<file path="src/rtl/dhp_pkg.sv">
// ----------------------------------------------------------------------------
// dhp_pkg
// Shared types, sizes and tables for the 3x3 depth hole pre-fill block.
// ----------------------------------------------------------------------------
package dhp_pkg;

  localparam int MAX_WIDTH  = 2048;
  localparam int DEPTH_BITS = 16;

  localparam int COL_W    = $clog2(MAX_WIDTH);     // column index
  localparam int WIDTH_W  = COL_W + 1;             // holds MAX_WIDTH itself
  localparam int HEIGHT_W = 13;                    // frame_height register
  localparam int ROW_W    = HEIGHT_W;              // row index
  localparam int PEND_W   = WIDTH_W;               // pending results, up to width + 1
  localparam int CELL_W   = DEPTH_BITS + 1;
  localparam int CNT_W    = 4;                     // up to eight neighbours
  localparam int SUM_W    = DEPTH_BITS + 3;        // sum of eight samples
  localparam int RECIP_SHIFT = SUM_W + 1;
  localparam int RECIP_W  = RECIP_SHIFT + 1;
  localparam int PROD_W   = SUM_W + RECIP_W;
  localparam int CFG_W    = 16;
  localparam int CFG_IDX_W = 2;

  localparam logic [WIDTH_W-1:0]  WIDTH_MIN    = WIDTH_W'(3);
  localparam logic [WIDTH_W-1:0]  WIDTH_MAX    = WIDTH_W'(MAX_WIDTH);
  localparam logic [HEIGHT_W-1:0] HEIGHT_MIN   = HEIGHT_W'(3);
  localparam logic [11:0]         WIDTH_RESET  = 12'd640;
  localparam logic [HEIGHT_W-1:0] HEIGHT_RESET = 13'd480;
  localparam logic [15:0]         THR_RESET    = 16'd50;

  typedef enum logic [CFG_IDX_W-1:0] {
    REG_FRAME_WIDTH     = 2'd0,
    REG_FRAME_HEIGHT    = 2'd1,
    REG_RANGE_THRESHOLD = 2'd2
  } reg_index_t;

  typedef enum logic {
    FUNC_PIXEL = 1'b0,
    FUNC_FLUSH = 1'b1
  } func_t;

  typedef struct packed {
    logic                  func;
    logic [DEPTH_BITS-1:0] pixel_value;
    logic                  pixel_valid;
  } in_item_t;

  typedef struct packed {
    logic [DEPTH_BITS-1:0] out_value;
    logic                  out_valid;
    logic                  out_last;
  } res_item_t;

  typedef struct packed {
    logic                  valid;
    logic [DEPTH_BITS-1:0] value;
  } cell_t;

  typedef enum logic [2:0] {
    S_IDLE,
    S_SHIFT,
    S_SUM,
    S_MUL,
    S_FIX
  } state_t;

  // Commands from the controller to the datapath.
  typedef struct packed {
    logic take;       // capture the input beat
    logic shift;      // shift the window, write the line store, advance position
    logic hole;       // shift an invalid dummy cell instead of the captured pixel
    logic pend_inc;
    logic pend_dec;
    logic drain_set;
    logic drain_end;  // last pending result: leave draining, rewind position
    logic sum_en;
    logic mul_en;
    logic fix_en;
  } cmd_t;

  // Status from the datapath to the controller.
  typedef struct packed {
    logic is_flush;
    logic draining;
    logic pend_zero;
    logic pend_one;
    logic pend_gt_w;
    logic at_origin;
    logic out_busy;
  } status_t;

  // floor(2^RECIP_SHIFT / n) for n = 1..8.
  function automatic logic [RECIP_W-1:0] recip(input logic [CNT_W-1:0] n);
    logic [RECIP_W-1:0] r;
    unique case (n)
      4'd1:    r = RECIP_W'(1048576);
      4'd2:    r = RECIP_W'(524288);
      4'd3:    r = RECIP_W'(349525);
      4'd4:    r = RECIP_W'(262144);
      4'd5:    r = RECIP_W'(209715);
      4'd6:    r = RECIP_W'(174762);
      4'd7:    r = RECIP_W'(149796);
      4'd8:    r = RECIP_W'(131072);
      default: r = '0;
    endcase
    return r;
  endfunction

endpackage

</file>
<file path="src/rtl/dhp_ctrl.sv">
// ----------------------------------------------------------------------------
// dhp_ctrl
// Sequencer: takes one beat, decides its action and steps the datapath.
// ----------------------------------------------------------------------------
module dhp_ctrl (
  input  logic             clk,
  input  logic             rst,
  input  logic             in_valid,
  output logic             in_stall,
  input  dhp_pkg::status_t status,
  output dhp_pkg::cmd_t    cmd
);
  import dhp_pkg::*;

  state_t state;
  state_t state_next;
  logic   act_ignore;
  logic   act_emit;
  logic   act_enter;
  logic   act_end;

  // Action for the captured beat, valid in S_SHIFT.
  always_comb begin
    act_ignore = 1'b0;
    act_emit   = 1'b0;
    act_enter  = 1'b0;
    act_end    = 1'b0;
    if (!status.is_flush) begin
      if (status.draining) begin
        act_ignore = 1'b1;
      end else begin
        act_emit = status.pend_gt_w;
      end
    end else begin
      if (!status.draining && (status.pend_zero || !status.at_origin)) begin
        act_ignore = 1'b1;
      end else begin
        act_emit  = 1'b1;
        act_enter = !status.draining;
        act_end   = status.pend_one;
      end
    end
  end

  always_ff @(posedge clk) begin
    if (rst) begin
      state <= S_IDLE;
    end else begin
      state <= state_next;
    end
  end

  always_comb begin
    state_next = state;
    unique case (state)
      S_IDLE: begin
        if (in_valid) state_next = S_SHIFT;
      end
      S_SHIFT: begin
        state_next = (!act_ignore && act_emit) ? S_SUM : S_IDLE;
      end
      S_SUM: begin
        state_next = S_MUL;
      end
      S_MUL: begin
        state_next = S_FIX;
      end
      S_FIX: begin
        if (!status.out_busy) state_next = S_IDLE;
      end
      default: state_next = S_IDLE;
    endcase
  end

  always_comb begin
    cmd      = '0;
    in_stall = rst || (state != S_IDLE);
    unique case (state)
      S_IDLE: begin
        cmd.take = in_valid && !rst;
      end
      S_SHIFT: begin
        if (!act_ignore) begin
          cmd.shift     = 1'b1;
          cmd.hole      = status.is_flush;
          cmd.pend_inc  = !status.is_flush && !act_emit;
          cmd.pend_dec  = status.is_flush;
          cmd.drain_set = act_enter;
          cmd.drain_end = act_end;
        end
      end
      S_SUM: begin
        cmd.sum_en = 1'b1;
      end
      S_MUL: begin
        cmd.mul_en = 1'b1;
      end
      S_FIX: begin
        cmd.fix_en = !status.out_busy;
      end
      default: begin
        cmd = '0;
      end
    endcase
  end

endmodule

</file>
<file path="config.mk">
export PLATFORM = sky130hd
export DESIGN_NAME = dhp_ctrl
export DESIGN_NICKNAME = d
export VERILOG_FILES = /design/src/rtl/dhp_pkg.sv /design/src/rtl/dhp_ctrl.sv
export SDC_FILE = /design/constraint.sdc
export NUM_CORES = 1
export LEC_CHECK = 0
export BUFFER_PORTS_ARGS = -buffer_cell sky130_fd_sc_hd__buf_2
export CAP_MARGIN = 20
export CORE_AREA = 4 4 41 43
export DETAILED_ROUTE_END_ITERATION = 10
export DIE_AREA = 0 0 45 47
export SLEW_MARGIN = 20
export SYNTH_ARGS = -nofsm -noshare
export SYNTH_HDL_FRONTEND = slang
export SYNTH_SLANG_ARGS = --single-unit
</file>
<file path="constraint.sdc">
create_clock -name clk -period 1.29 [get_ports clk]
set_input_delay 0.387 -clock clk [delete_from_list [all_inputs] [get_ports clk]]
set_output_delay 0.387 -clock clk [all_outputs]
set_load 0.1 [all_outputs]
</file>
; Word level (Yosys, flattened, before mapping)
; Index checks and enable logic that the tools add are counted.
[classes]
eq_ne = 6
muxes = 20
n_reduce_logical = 16
[ops]
columns = op, n
row1 = 3-bit one-hot mux with 5 select lines, 1
row2 = 1-bit 2-to-1 mux, 14
row3 = 6-bit 2-to-1 mux, 2
row4 = 1-bit zero test, 7
row5 = 3-bit by 2-bit equality test with 1-bit output (second input constant), 2
row6 = 3-bit 2-to-1 mux, 2
row7 = 1-bit logical AND, 4
row8 = 2-bit inequality test (second input constant), 2
row9 = 3-bit by 1-bit equality test with 1-bit output (second input constant), 1
row10 = 3-bit equality test (second input constant), 1
row11 = 3-bit zero test, 1
row12 = 3-bit nonzero test, 1
row13 = 1-bit logical OR, 2
row14 = 2-bit 2-to-1 mux, 1
row15 = 2-bit AND reduction, 1
[word_totals]
regBits = 3
inputBits = 10
out_inout_bits = 11
word_cells = 43

; Depth between registers and ports, before layout
; Gate-level depths: netlist (run 1).
[depth]
ltp_word = 9
ltp_mapped = 5
ltp_nobuf = 3

; Worst setup path after synthesis (run 1)
; No wires, ideal clock.
[synth_timing]
path_kind = register to output
from = register state[2]
to = output cmd[6] (netlist bit)
arrival_time_ns = 3.812
t_required_ns = 0.903
setup_slack_ns = -2.909
stages_incl_launch_ff = 4
path_buffers = 1
path_cell_list = dfxtp_1 -> buf_6 -> nor3b_2 -> nor4b_1
[synth_lines]
columns = item, line
row1 = "start, declared", dhp_ctrl.sv:15  ; state_t state;
row2 = "start signal, assigned", dhp_ctrl.sv:49  ; state <= state_next;
row3 = "end, declared", dhp_ctrl.sv:11  ; output dhp_pkg::cmd_t cmd

==> results.tsv, run 1 <==
metric	value	unit
Yosys top cell area share	20.8	%
initial antenna violation count	0	
final design utilization	62.6	%
detailed-route via count	408	
clk sinks	3	
CP top delay family	simple AND/OR/NAND/NOR gates	
number of buffers created by CTS	3	
Sw Ratio	42.5	%
GRT overflow	0	
Yosys cell types	20	
Most flops, register	state	
layout cells sized above 1	76.7	%
Global Route Usage Sum	10.6	%
Slew HR	75.7	%
Area Overhead vs Synth	182	%
Placed Area	721	sq um
first-pass GRT wire length	1660	microns
Die Width	45	microns
Port Buffers	20	
mapped cell area	289	sq um
clk_lat worst skew	0.23	ns
CP max FO	4	
r2r setup slk	0.04	ns
worst r2r path cells	4	
critical path data arrival time	1.45	ns
Crit Path Class	flip-flop to output port	
Post-route DRC	0	
router iterations before antenna repair	2	
Peak VDD IR	0.000477	V
WP data required	0.90	ns
clk_skew	0.00540	ns
Vias/cell	4.64	
Slew Limit Fails	0	
clk root buf	clkbuf_4	
initial core utilization	22.2	%
WL final	1020	microns
max incr delay on CP	0.33	ns
number of global-route vias before repair	406	
die area	2120	sq um
dominant cell type by area after synthesis	dfxtp_1	
Leak	0.343	nW
worst hold path cell count	3	
CP Capture Type	output port	
Max Fclk	0.545	GHz
asr flop ratio synth	0	%
count leader, synth	nor2_1	
Placer Congestion	0.709	
CP Cell Sequence	nor3b_4, buf_4, nor4b_4, buf_12	
status	complete, but fails checks	
First DRT Iteration DRCs	1	
PwrDens	832	nW/um^2
violated checks	negative setup slack	
Yosys reg bits	3	
post-layout net count	84	
Syn Nets	48	
post-DP HPWL	878	microns
antenna fix cells	0	
post-route antenna net violation count	0	
worst min-delay path class	input pin to flip-flop	
Critical-path top delay cell	dfxtp_2	
largest net degree at the start of global routing	10	
worst r2r src	state[1]$_SDFFE_PP0P_	
Clock Power Share	23.9	%
fin crit share	142	%
Internal	0.390	mW
synthesized area per cell	7.61	sq um
Synth warnings	0	
Largest register FFs	3	
sw power	0.288	mW
H-Tree Depth	1	
core area	1300	sq um
Placement Setup Slack	-0.388	ns
synth cell count leaders	8 x nor2_1, 3 x dfxtp_1, 3 x nand2_1, 3 x nor3b_1	
site row count	13	
TritonCTS clock tree	done	
Sequential Power Share	16.3	%
WP buf/inv	2	
biggest regs	state: 3 flops	
final setup vio count	11	
Synth Instances	38	
main flop type after synthesis	dfxtp_1	
Clock transition at path regs	0.04	ns
fin crit period	1.84	ns
hold buffers post-CTS	0	
number of fill cells	111	
Worst Max-Slew Pin Slew	0.362	ns
unrepaired setup endpoints after global routing	yes	
Max-Cap Viols	0	
wire per inst	11.6	microns
min setup slack post-route	-0.545	ns
Seq/Total Area, Yosys	20.8	%
reg2reg end	state[1]$_SDFFE_PP0P_	
Final Hold Viols	0	
clk buf depth	2	
HP Start	rst	
Worst Hold End	state[1]$_SDFFE_PP0P_	
number of synthesized flops with an enable pin	0	
Die Span Y	47	microns
Final Instance Area	815	sq um
Comb pwr share	59.8	%
IO Pins	21	
ranking of synthesized cells by area	dfxtp_1 21%, nor2_1 10%, nor3b_1 7.8%	
startpoint types	flip-flop	
## per-layer routing
layer  global-route usage, %  routed length (microns)  vias to the layer above
li1                        -                        -                      204
met1                    11.3                      382                      185
met2                    20.1                      531                       19
met3                    1.92                      108                        0
met4                    5.26                        0                        0
met5                       0                        0                        -
## worst register-to-register path: stages (launching register included)
cell and delay (ns):
dfxtp_2 0.33, buf_6 0.13, nand2b_1 0.13, a221o_1 0.35
a221oi_2 0.22
## layout by cell type (no fill, tap or decap)
cell type,netlist,layout
o21ai_0,2,2
nand2_2,0,1
nand2_4,0,1
inv_1,2,2
or4_4,0,1
clkbuf_4,0,3
nor2b_1,2,2
o221ai_4,0,1
nor4_1,1,1
clkbuf_1,0,1
buf_2,0,9
a21oi_4,0,1
a221o_1,1,1
nor3b_4,0,4
nand2_1,3,1
nand2b_1,2,2
buf_6,1,3
buf_4,2,11
nor4b_4,0,1
and3b_2,1,1
dfxtp_2,0,3
nor2_4,0,4
a31oi_1,1,1
buf_12,0,11
a221oi_2,1,1
nor2_1,8,4
## stage by stage
stage                     TNS [ns]  hold WS [ns]  instances  power [mW]
after floorplan              -5.75         0.446         38       0.344
after global placement       -2.79         0.558         82       0.475
after detailed placement     -3.03         0.564         82       0.480
after CTS                    -4.80         0.432         87       0.672
after global routing         -5.53         0.448         88       0.716
final                        -4.70         0.440         88       0.678
## worst max path at each step
stage / end / start / depth (start not counted)
finish: cmd[6] / state[2]$_SDFFE_PP0P_ / 4
global route: cmd[6] / state[0]$_SDFFE_PP0P_ / 4
CTS: cmd[3] / state[1]$_SDFFE_PP0P_ / 4
detailed placement: cmd[3] / status[4] / 5
global placement: cmd[9] / rst / 4
floorplan: cmd[6] / state[2]$_SDFFE_PP0P_ / 3
## area by class of cell
class	instances	area, sq um	area share (%)
Clock buffer	4	26.3	3.23
Inverter	2	7.51	0.922
Multi-Input combinational cell	30	317	38.9
Sequential cell	3	63.8	7.83
Tap cell	15	18.8	2.30
Timing Repair Buffer	34	382	46.9
## power by group through the flow
| stage | Combinational [mW] | Sequential (mW) | Clock, mW |
|---|---|---|---|
| 2_1_floorplan | 0.227 | 0.117 | 0 |
| 3_3_place_gp | 0.364 | 0.110 | 0 |
| 3_5_place_dp | 0.369 | 0.111 | 0 |
| 4_1_cts | 0.394 | 0.110 | 0.168 |
| 5_1_grt | 0.425 | 0.112 | 0.180 |
| 6_report | 0.406 | 0.110 | 0.162 |
## kinds of logic after synthesis
group,synth area share [%]
and+or+nand+nor,46.3
AOI/OAI and AO/OA,21.2
buffers and inverters,11.7
DFF,20.8
## what timing repair did
action / in CTS / in global routing
gates resized for setup: 8 / 4
endpoints found under the setup margin: 11 / 12
setup buffers: 1 / 2
pin swaps: 4 / 6
Note: power is estimated with default switching activity, not from simulation.
==> run 2, diff against run 1 <==
clock period = 2 ns   (was 1.29 ns; I/O delays follow)
==> run 2 against run 1 <==
The flow still finishes with violations (negative setup slack). Cell area fell by 4.1%. Sequential cell count is the same. Worst setup slack better by 0.52 ns. Sequential share of layout area grew 0.98 points. Clock skew fell by 0.0038 ns. Die area unchanged. Critical path type is now input pin to output port. Utilization decreased by 2.6 points. Register-to-register slack gained 0.66 ns. Combinational power shrank 41%. Final cell count fell by 5.7%. Global-route usage is 1.2 points lower. Non-clock buffer count down 5.
==> results.tsv, run 2 (synthesis gave the netlist of run 1 again) <==
metric	value	unit	change
number of global-route vias before repair	397		was 406
CP Cell Sequence	buf_6, or4_4, nor2_4, buf_12		was nor3b_4, buf_4, nor4b_4, buf_12
violated checks	negative setup slack		unchanged
detailed-route via count	381		was 408
Crit Path Class	input pin to output port		was flip-flop to output port
WL final	887	microns	was 1020 microns
Placer Congestion	0.684		was 0.709
Slew HR	81.6	%	was 75.7%
clk buf depth	2		unchanged
max incr delay on CP	0.43	ns	was 0.33 ns
Critical-path top delay cell	or4_4		was dfxtp_2
Die Width	45	microns	unchanged
hold buffers post-CTS	0		unchanged
post-route insts no fill	83		was 88
total power	0.414	mW	was 0.678 mW
WP data required	1.40	ns	was 0.90 ns
Post-route DRC	0		unchanged
Max Fclk	0.495	GHz	
final design utilization	60.0	%	was 62.6%
initial antenna violation count	0		unchanged
core area	1300	sq um	unchanged
worst min-delay path class	flip-flop to flip-flop		was input pin to flip-flop
commonest non-fill, non-tap cell in the layout	buf_12		
initial core utilization	22.2	%	unchanged
Die Span Y	47	microns	unchanged
IO Pins	21		unchanged
layout cells sized above 1	76.5	%	was 76.7%
Most flops, register	state		unchanged
min setup slack post-route	-0.0217	ns	was -0.545 ns
clk root buf	clkbuf_4		unchanged
H-Tree Depth	1		unchanged
critical path data arrival time	1.42	ns	was 1.45 ns
CP max FO	2		was 4
Slew Limit Fails	0		unchanged
startpoint types	input pin		was flip-flop
first-pass GRT wire length	1480	microns	was 1660 microns
biggest regs	state: 3 flops		unchanged
status	complete, but fails checks		unchanged
unrepaired setup endpoints after global routing	yes		unchanged
clk_lat worst skew	0.23	ns	about the same
post-DP HPWL	714	microns	was 878 microns
Global Route Usage Sum	9.46	%	was 10.6%
GRT overflow	0		unchanged
fin crit share	101	%	
Area Overhead vs Synth	170	%	was 182%
wire per inst	10.7	microns	was 11.6 microns
TritonCTS clock tree	done		unchanged
First DRT Iteration DRCs	1		unchanged
antenna fix cells	0		unchanged
Worst Max-Slew Pin Slew	0.279	ns	was 0.362 ns
die area	2120	sq um	unchanged
PwrDens	530	nW/um^2	was 832 nW/um^2
most frequent cells in the layout	10 x buf_12, 9 x buf_4, 5 x buf_2		was 11 x buf_12, 11 x buf_4, 9 x buf_2
Final Hold Viols	0		unchanged
Largest register FFs	3		unchanged
fin crit period	2.02	ns	
post-route antenna net violation count	0		unchanged
post-placement cell count	75		was 82
Final Instance Area	781	sq um	was 815 sq um
Placement Setup Slack	-0.0613	ns	was -0.388 ns
site row count	13		unchanged
Vias/cell	4.59		was 4.64
clk_skew	0.00164	ns	was 0.00540 ns
Leak	0.322	nW	was 0.343 nW
CP Capture Type	output port		unchanged
largest net degree at the start of global routing	10		unchanged
final setup vio count	2		was 11
Max-Cap Viols	0		unchanged
router iterations before antenna repair	2		unchanged
post-layout net count	79		was 84
r2r setup slk	0.70	ns	was 0.04 ns
Placed Area	684	sq um	was 721 sq um
clk sinks	3		unchanged
Peak VDD IR	0.000376	V	was 0.000477 V
number of buffers created by CTS	3		unchanged
Clock transition at path regs	0.04	ns	about the same
Port Buffers	20		unchanged
-- run 2: timing repair --
action	in CTS	in global routing
buffers inserted	3	1
gates resized for setup	7	4
pin swaps	3	4
setup endpoints to repair	6	5
-- run 2: cell type report --
class	instances	area [sq um]
fillers	120	520
flip-flops and latches	3	68.8
inverters	2	7.51
multi-input cells	30	314
clock buffers	4	26.3
repair buffers	29	345
well taps	15	18.8
-- run 2: worst paths after layout --
kind | from | endpoint | depth (start not counted)
setup / recovery | rst | cmd[9] | 4
hold / removal | state[0]$_SDFFE_PP0P_ | state[0]$_SDFFE_PP0P_ | 2
setup reg to reg | state[1]$_SDFFE_PP0P_ | state[1]$_SDFFE_PP0P_ | 4
hold reg to reg | state[0]$_SDFFE_PP0P_ | state[0]$_SDFFE_PP0P_ | 2
-- run 2: power breakdown --
part	internal [mW]	switching (mW)	leakage (nW)	total, mW
sequential	0.0654	0.00541	0.0264	0.0708
clock	0.0746	0.0283	0.0150	0.103
combinational	0.0975	0.143	0.281	0.240
-- run 2: worst max-delay path: cells and delay by family --
family / cells / cell delay [ns]
simple gates: 2 / 0.55
buf+inv: 2 / 0.27
-- run 2: per-stage QoR --
step | hold slack [ns] | TNS [ns]
2_1_floorplan | 0.473 | -1.60
3_3_place_gp | 0.504 | -0.108
3_5_place_dp | 0.508 | -0.115
4_1_cts | 0.546 | -0.0622
5_1_grt | 0.573 | -0.159
6_report | 0.549 | -0.0379
-- run 2: routing by layer --
layer,track usage (%),vias up,part of all wire (%)
li1,-,194,-
met1,9.05,172,36
met4,5.26,0,0
met2,19.2,15,56
met3,1.15,0,7.7
met5,0,-,0
